==> config.mk <==
export PLATFORM = sky130hd
export DESIGN_NAME = cfc_sum
export DESIGN_NICKNAME = d
export VERILOG_FILES = /design/src/rtl/cfc_pkg.sv /design/src/rtl/cfc_sum.sv
export SDC_FILE = /design/constraint.sdc
export NUM_CORES = 1
export LEC_CHECK = 0
export ABC_AREA = 1
export BUFFER_PORTS_ARGS = -buffer_cell sky130_fd_sc_hd__buf_2
export CAP_MARGIN = 20
export CORE_AREA = 2 2 559 561
export DETAILED_ROUTE_END_ITERATION = 10
export DIE_AREA = 0 0 561 563
export PLACE_DENSITY_LB_ADDON = 0.15
export SLEW_MARGIN = 10
export SYNTH_ARGS = -nofsm -noshare
export SYNTH_HDL_FRONTEND = slang
export SYNTH_SLANG_ARGS = --single-unit
export TNS_END_PERCENT = 20
==> constraint.sdc <==
create_clock -name clk -period 4.8 [get_ports clk]
set_clock_uncertainty 0.2 [all_clocks]
set_input_delay 0.96 -clock clk [delete_from_list [all_inputs] [get_ports clk]]
set_output_delay 0.96 -clock clk [all_outputs]
set_load 0.02 [all_outputs]
==> src/rtl/cfc_pkg.sv <==
// Chunk frustum cull: shared constants, matrix and pipeline data types.
// No dependencies; every module of the block imports this package.
package cfc_pkg;

  localparam int CHUNK_SIZE  = 32;
  localparam int NUM_ROWS    = 4;
  localparam int NUM_CORNERS = 8;
  localparam int NUM_REGS    = 8;
  localparam int CFG_IDX_W   = 3;
  localparam int CFG_W       = 64;
  localparam int COEF_W      = 32;
  localparam int ORG_W       = 24;
  localparam int PROD_W      = COEF_W + ORG_W;
  localparam int ACC_W       = PROD_W + 4;
  localparam int PIPE_DEPTH  = 5;

  typedef logic signed [COEF_W-1:0] coef_t;
  typedef logic signed [ORG_W-1:0]  org_t;
  typedef logic signed [PROD_W-1:0] prod_t;
  typedef logic signed [ACC_W-1:0]  acc_t;
  typedef logic signed [ACC_W:0]    cmp_t;
  typedef logic [CFG_W-1:0]         cfg_word_t;
  typedef logic [CFG_IDX_W-1:0]     cfg_idx_t;

  typedef enum logic [1:0] {
    ROW_X,
    ROW_Y,
    ROW_Z,
    ROW_W
  } row_t;

  typedef struct packed {
    coef_t cx;
    coef_t cy;
    coef_t cz;
    coef_t ct;
  } row_coef_t;

  typedef row_coef_t [NUM_ROWS-1:0] matrix_t;

  typedef struct packed {
    prod_t px;
    prod_t py;
    prod_t pz;
  } row_prod_t;

  typedef row_prod_t [NUM_ROWS-1:0]  prod_vec_t;
  typedef acc_t [NUM_ROWS-1:0]       clip_t;
  typedef clip_t [NUM_CORNERS-1:0]   corner_clip_t;

  typedef struct packed {
    logic valid;
  } stage_ctl_t;

endpackage

==> src/rtl/cfc_sum.sv <==
// Chunk frustum cull: clip value of the minimum corner, one sum per row.
// Depends on cfc_pkg.
module cfc_sum (
  input  logic                clk,
  input  logic                rst_n,
  input  cfc_pkg::stage_ctl_t ctl_in,
  input  cfc_pkg::prod_vec_t  prod,
  input  cfc_pkg::matrix_t    matrix,
  output cfc_pkg::stage_ctl_t ctl_out,
  output cfc_pkg::clip_t      base
);
  import cfc_pkg::*;

  clip_t      base_nxt;
  clip_t      base_r;
  stage_ctl_t ctl_r;

  always_comb begin
    for (int r = 0; r < NUM_ROWS; r++) begin
      base_nxt[r] = acc_t'(prod[r].px) + acc_t'(prod[r].py) + acc_t'(prod[r].pz)
                  + acc_t'(matrix[r].ct);
    end
  end

  always_ff @(posedge clk) begin
    if (!rst_n) begin
      ctl_r <= '0;
    end else begin
      ctl_r <= ctl_in;
    end
  end

  always_ff @(posedge clk) begin
    base_r <= base_nxt;
  end

  assign ctl_out = ctl_r;
  assign base    = base_r;

endmodule

# --- Word level (Yosys, flattened, before mapping) ---
# Index checks and enable logic that the tools add are counted.
word_totals:
  regBits: 237
  inputBits: 1187
classes:
  add_sub_neg: 12
ops:
  columns: ["cell", "count"]
  rows:
  - ["adder 58 x 32 -> 59 bit", 4]
  - ["adder 57 x 56 -> 58 bit", 4]
  - ["adder 56 x 56 -> 57 bit", 4]

# --- Logic depth before layout (Yosys ltp) ---
# Gate-level depths: netlist of run 1.
logic_depth:
  word_depth: 3
  ltp_mapped: 18
  mapped_depth_nobuf: 18

# --- Worst setup path before layout of run 1 ---
# Ideal clock, no wire load.
synth_timing:
  kind: "input port to flip-flop"
  start: "in matrix[159] (netlist bit)"
  end: "reg base_r, in the netlist base[113]"
  setup_slack_ps: 866
  t_required_ps: 4488
  path_buffers: 0
  setup_ps: 112
  arrival_time_ps: 3621
  path_stages: 14
  cell_sequence: "inv_1 fa_1 inv_1 ha_1 nand2_1 inv_1 nand2_1 nand2_1 a21oi_1 nand2_1 a21oi_1 nand2_1 nand2_1 nand2_1"
synth_lines:
  columns: ["item", "line_no", "source"]
  rows:
  - ["start: declaration", "cfc_sum.sv:8", "input cfc_pkg::matrix_t matrix,"]
  - ["end signal: assignment", "cfc_sum.sv:34", "base_r <= base_nxt;"]
  - ["end: declaration", "cfc_sum.sv:15", "clip_t base_r;"]

==> results of run 1 <==
## flip-flops by register name, summed over array words and instances (netlist names)
name and cells:
base 236, ctl_out 1
## power by group through the flow
stage | combinational (mW) | sequential [mW] | clock, mW
2_1_floorplan | 8.86 | 4.72 | 0
3_3_place_gp | 17.8 | 3.51 | 0
3_5_place_dp | 17.7 | 3.51 | 0
4_1_cts | 17.8 | 3.50 | 3.77
5_1_grt | 19.4 | 3.57 | 3.80
6_report | 17.3 | 3.46 | 3.55
## cell type report
class / count / area [sq um] / share of cell area, %
multi-input combinational: 3802 / 25500 / 49.6
inverter: 2280 / 8560 / 16.6
timing repair buffer: 1101 / 5770 / 11.2
tap: 4140 / 5180 / 10.1
sequential: 237 / 4740 / 9.23
clock buffer: 59 / 1320 / 2.57
clock inverter: 20 / 230 / 0.448
antenna: 34 / 85.1 / 0.166
## synth_stat cells (33+ instances only)
cell type,instances
inv_1,2263
nand2_1,1996
fa_1,452
nor2_1,366
dfxtp_1,237
ha_1,232
nand3_1,187
a21oi_1,153
xor2_1,93
nand4_1,60
nor2_2,45
nor3_1,38
and2_1,35
nand2_2,33
## routing by layer
layer	global-route usage (%)	part of all wire [%]
met2	21.2	44
met5	0	0.17
met1	17.6	46
met4	2.78	2.0
met3	3.76	7.3
## cell families (layout without fill, tap and decap cells)
kind of cell,after synthesis,after routing
xor gates and xnor gates,122,122
DFF,237,237
other,0,34
AOI/OAI and AO/OA,189,189
and+or+nand+nor,2807,2807
buffers and inverters,2284,3460
adders and majority gates,684,684
## how the worst max path moves through the flow
stage,start,end
floorplan,matrix[159],base[113]$_DFF_P_
global placement,prod[629],base[219]$_DFF_P_
detailed placement,prod[629],base[219]$_DFF_P_
CTS,prod[629],base[233]$_DFF_P_
global route,prod[20],base[53]$_DFF_P_
finish,prod[20],base[53]$_DFF_P_
## per-stage QoR
stage	total power, mW	setup slack [ns]
2_1_floorplan	13.6	0.866
3_3_place_gp	21.3	0.231
3_5_place_dp	21.2	0.219
4_1_cts	25.0	0.980
5_1_grt	26.7	0.751
6_report	24.4	0.899
## worst max-delay path, cell delays in order
cell and delay [ns]:
buf_2 0.07, inv_1 0.04, fa_1 0.48, fa_1 0.50, inv_1 0.05, ha_1 0.39
nand2_1 0.14, nor2_1 0.27, nand2_1 0.30, inv_1 0.16, nand4_1 0.11, nand3b_1 0.43
nand2_1 0.16, nand3_1 0.12, nand2_1 0.08
==> summary.md, run 1 <==
| Metric | Value |
|---|---|
| Final Max Tran Viols | `0` |
| Synth top area share | `23.3%` |
| Int Pwr | `10.5 mW` |
| Clock Pin Slew Worst Setup and Hold Paths | `roughly 0.070 ns` |
| Starting Density | `between 10% and 20%` |
| Req. time, crit path | `5.17 ns` |
| EDFF count, synth | `0` |
| Post-CTS sizing | `0` |
| P&R area growth vs syn | `32.3%` |
| First-pass GRT wire length | `296 mm` |
| Xor and xnor area share after synthesis | `2.75%` |
| Fmax achieved | `256 MHz` |
| #FFs+latches synth | `237` |
| Vias/cell | `3.38` |
| DRC | `0` |
| Compound-gate portion of the synthesized area | `2.54%` |
| Worst Tran Pin Value | `approximately 0.86 ns` |
| Switching share of power | `57.1%` |
| Largest family of logic cells by synthesized area | `adder cells` |
| Synth top area cells | `fa_1 (23%), inv_1 (22%), nand2_1 (19%), dfxtp_1 (12%), ha_1 (7.5%)` |
| Fin crit period | `3.90 ns` |
| Yosys top cell by area | `fa_1` |
| Placer congestion estimate | `0.923` |
| Synth Area in Simple Gates | `29.6%` |
| Global route total overflow | `0` |
| Cell Rows | `205` |
| Root Buffer | `clkbuf_16` |
| Die X | `561 microns` |
| Hpwl dp | `200 mm` |
| Final Hold Fails | `0` |
| Yosys warns | `0` |
| Setup violators final | `0` |
| CTS Buffer Depth | `3` |
| Post-route ant nets | `0` |
| Syn avg cell area | `a little over 6 sq um` |
| RSZ-0062 raised after global routing | `false` |
| Die Height | `563 microns` |
| Mapped Area | `0.0389 sq mm` |
| Share of post-route cells with drive strength above 1 | `17.5%` |
| CTS buffer count | `44` |
| Dpl cell area | `approximately 0.05 sq mm` |
| Worst Hold Path EP | `ctl_out$_SDFF_PN0_` |
| Net count, final | `roughly 9300` |
| WP data arrival | `4.27 ns` |
| Post-synth ARST share | `0%` |
| Max-Cap Viols | `0` |
| Final Util | `around 17%` |
| Status | `completed` |
| Commonest non-fill, non-tap cell in the layout | `inv_1` |
| Fin crit share | `81.3%` |
| CP endpoint kind | `flop` |
| Mux cell area share after synthesis | `0%` |
| CTS tree | `built` |
| Fillers | `36700` |
| Most frequent cells in the layout | `inv_1 (2260), nand2_1 (1996), buf_2 (1043), fa_1 (452), nor2_1 (366)` |
| Post-synth cell types | `29` |
| Final hold slack | `0.284 ns` |
| Worst hold path startpoint | `ctl_in` |
| Final std cells w/o fill | `11700` |
| Final wirelength | `between 200 and 250 mm` |
| Tightest Hold Check Type | `in2reg` |
| Starting DRC count in detailed routing | `between 1500 and 2000` |
| Via count | `39500` |
| # H-tree levels | `2` |
| Vias in the first global route | `around 41000` |
| Hold depth | `3` |
| Sequential share of power | `14.2%` |
| Drt wl/cell | `18.3 microns` |
| Placed insts | `11600` |
| Port Buffer Count | `1043` |
| P per Cell Area | `474 mW/mm^2` |
| Adder-Cell Fraction of Synth Area | `30.8%` |
| Setup CP Type | `in2reg` |
| Total track usage | `13.2%` |
| Register area share after synthesis | `12.2%` |
| Critical path fanouts, max | `4` |
| Syn Nets | `8194` |
| Max VDD drop | `between 0.0002 and 0.00025 V` |
| Clock Sink Count | `237` |
| IO Pins | `1428` |
| Post-route cell area | `0.0514 sq mm` |
| Cell count after synthesis | `6323` |
| Core box area | `0.310 sq mm` |
| Setup Buffers After CTS | `0` |
| Clk pwr share | `14.6%` |
| Final TNS setup | `0 ns` |
| Post-synth top flop | `dfxtp_1` |
| Worst Setup Start Kind | `primary input` |
| Relative slew slack | `42.8%` |
| Leakage power | `approximately 31 nW` |
| Power share of the combinational group | `71.2%` |
| Largest net degree at the start of global routing | `23` |
| Die area | `0.316 sq mm` |
| Initial antenna violation count | `61` |
| Pre-Repair DR Iteration Count | `8` |
| Hold_buf cts | `0` |
| Switching power | `between 10 and 15 mW` |
Note: power is estimated with default switching activity, not from simulation.
==> run 2: changes to the inputs <==
CORE_AREA = 2 2 554 556   (was 2 2 559 561)
DIE_AREA = 0 0 556 558   (was 0 0 561 563)
clock period = 3.5 ns   (was 4.8 ns; I/O delays follow)
==> run 2 against run 1 <==
  * Design area is 12% higher
  * Count of clock-buffer cells in the layout rose by 3
  * Critical path depth did not move
  * Total power increased by 57%
  * Largest power group unchanged
  * Combinational power grew 63%
  * Highest routed layer unchanged
==> summary.md, run 2 (synthesis results as in run 1) <==
| Metric | Value |
|---|---|
| P per Cell Area | `about 660 mW/mm^2` |
| Vias in the first global route | `43800` |
| CP endpoint kind | `flop` |
| Fin crit period | `3.45 ns` |
| RSZ-0062 raised after global routing | `true` |
| Placer congestion estimate | `0.901` |
| DRC | `0` |
| Clock Pin Slew Worst Setup and Hold Paths | `roughly 0.060 ns` |
| Total track usage | `13.6%` |
| Pre-Repair DR Iteration Count | `5` |
| Cell Rows | `slightly above 200` |
| CTS buffer count | `44` |
| Core box area | `0.305 sq mm` |
| Root Buffer | `clkbuf_16` |
| Critical path fanouts, max | `4` |
| Setup violators final | `0` |
| Share of post-route cells with drive strength above 1 | `25.7%` |
| Setup CP Type | `in2reg` |
| Final Util | `around a fifth` |
| # H-tree levels | `2` |
| P&R area growth vs syn | `48.6%` |
| Req. time, crit path | `3.82 ns` |
| Post-route ant nets | `0` |
| Pre-CTS setup slack | `-0.729 ns` |
| Clk pwr share | `13.1%` |
| Max VDD drop | `0.000341 V` |
| First-pass GRT wire length | `303 mm` |
| Starting DRC count in detailed routing | `1661` |
| Die Height | `558 microns` |
| Die X | `around 560 microns` |
| Fmax achieved | `between 200 and 300 MHz` |
| Fillers | `35600` |
| CTS tree | `built` |
| Fin worst setup slack | `0.0456 ns` |
| Port Buffer Count | `1043` |
| Hpwl dp | `202 mm` |
| Switching share of power | `a little over half` |
| Int Pwr | `roughly 18 mW` |
| Status | `completed` |
| Die area | `0.310 sq mm` |
| Drt wl/cell | `17.5 microns` |
| Tightest Hold Check Type | `in2reg` |
| Final wirelength | `216 mm` |
| Largest net degree at the start of global routing | `24` |
| Worst Tran Pin Value | `0.450 ns` |
| Max-Cap Viols | `0` |
| Global route total overflow | `0` |
| Relative slew slack | `70.0%` |
| CTS Buffer Depth | `3` |
| Leakage power | `35.3 nW` |
| Power share of the combinational group | `73.8%` |
| Vias/cell | `approximately 3.4` |
| Starting Density | `12.8%` |
| Most frequent cells in the layout | `inv_1 (2258), nand2_1 (1994), buf_2 (1043), buf_4 (831), fa_1 (449)` |
| Max reg flops | `236` |
| Final TNS setup | `0 ns` |
| Initial antenna violation count | `48` |
| Via count | `between 40000 and 50000` |
| Commonest non-fill, non-tap cell in the layout | `inv_1` |
| Final Hold Fails | `0` |
| Fin crit share | `a little over nine tenths` |
| Worst Setup Start Kind | `primary input` |
| Switching power | `19.9 mW` |
| Final Max Tran Viols | `0` |
| Net count, final | `10200` |
| Clock Sink Count | `237` |
| Worst setup path startpoint | `prod[318]` |
| WP data arrival | `3.78 ns` |
| Sequential share of power | `about an eighth` |
| Worst hold path startpoint | `matrix[384]` |
| IO Pins | `1428` |
## run 2: worst paths after layout
path,endpoint,slack [ns],depth (start not counted)
setup / recovery,base[111]$_DFF_P_,0.05,15
hold / removal,base[180]$_DFF_P_,0.12,2
## run 2: critical path: stages
cell and delay (ns):
buf_2 0.10, inv_1 0.14, fa_1 0.45, buf_4 0.19, fa_1 0.54, inv_1 0.05
ha_1 0.39, nand2_1 0.20, nor2_2 0.20, nand2_1 0.16, nor3_2 0.26, and2_1 0.17
nand2_1 0.06, nand3_1 0.08, nand2_1 0.08
## run 2: power groups by stage
| stage | registers [mW] | clock network [mW] | logic (mW) |
|---|---|---|---|
| after CTS | 5.05 | 5.33 | 28.9 |
| after global routing | 5.13 | 5.35 | 31.5 |
| final | 4.98 | 5.01 | 28.2 |
| after detailed placement | 5.08 | 0 | 28.8 |
| after global placement | 5.09 | 0 | 28.9 |
| after floorplan | 6.47 | 0 | 12.2 |
## run 2: per-stage QoR
| stage | instances | cell area, sq um | hold WS, ns | total power, mW |
|---|---|---|---|---|
| finish | 12300 | 57700 | 0.124 | 38.1 |
| global route | 12300 | 57700 | 0.0633 | 42.0 |
| CTS | 12300 | 57700 | 0.0195 | 39.3 |
| detailed placement | 12200 | 56100 | 0.697 | 33.9 |
| global placement | 12200 | 56100 | 0.682 | 34.0 |
| floorplan | 6323 | 38900 | 0.593 | 18.6 |
## run 2: final cells by class
class	instances	area, sq um	share of cell area, %
diodes	12	30.0	0.0520
clock buffers	62	1300	2.25
clock inverters	19	264	0.457
inverters	2280	8570	14.8
multi-input cells	3802	25600	44.3
flip-flops and latches	237	4740	8.22
well taps	3997	5000	8.66
repair buffers	1915	12200	21.2
## run 2: layer usage
| layer | global-route usage [%] | up-vias | routed length, microns |
|---|---|---|---|
| li1 | - | 21600 | - |
| met1 | 17.7 | 19000 | 98700 |
| met2 | 23.0 | 960 | 99800 |
| met3 | 3.07 | 174 | 12600 |
| met4 | 2.63 | 30 | 4570 |
| met5 | 0 | - | 192 |
## run 2: repair_timing
item	CTS	global route
hold endpoints to repair	3	0
setup buffers	0	0
setup endpoints to repair	1	34
hold buffers	4	0
gates resized for setup	1	17
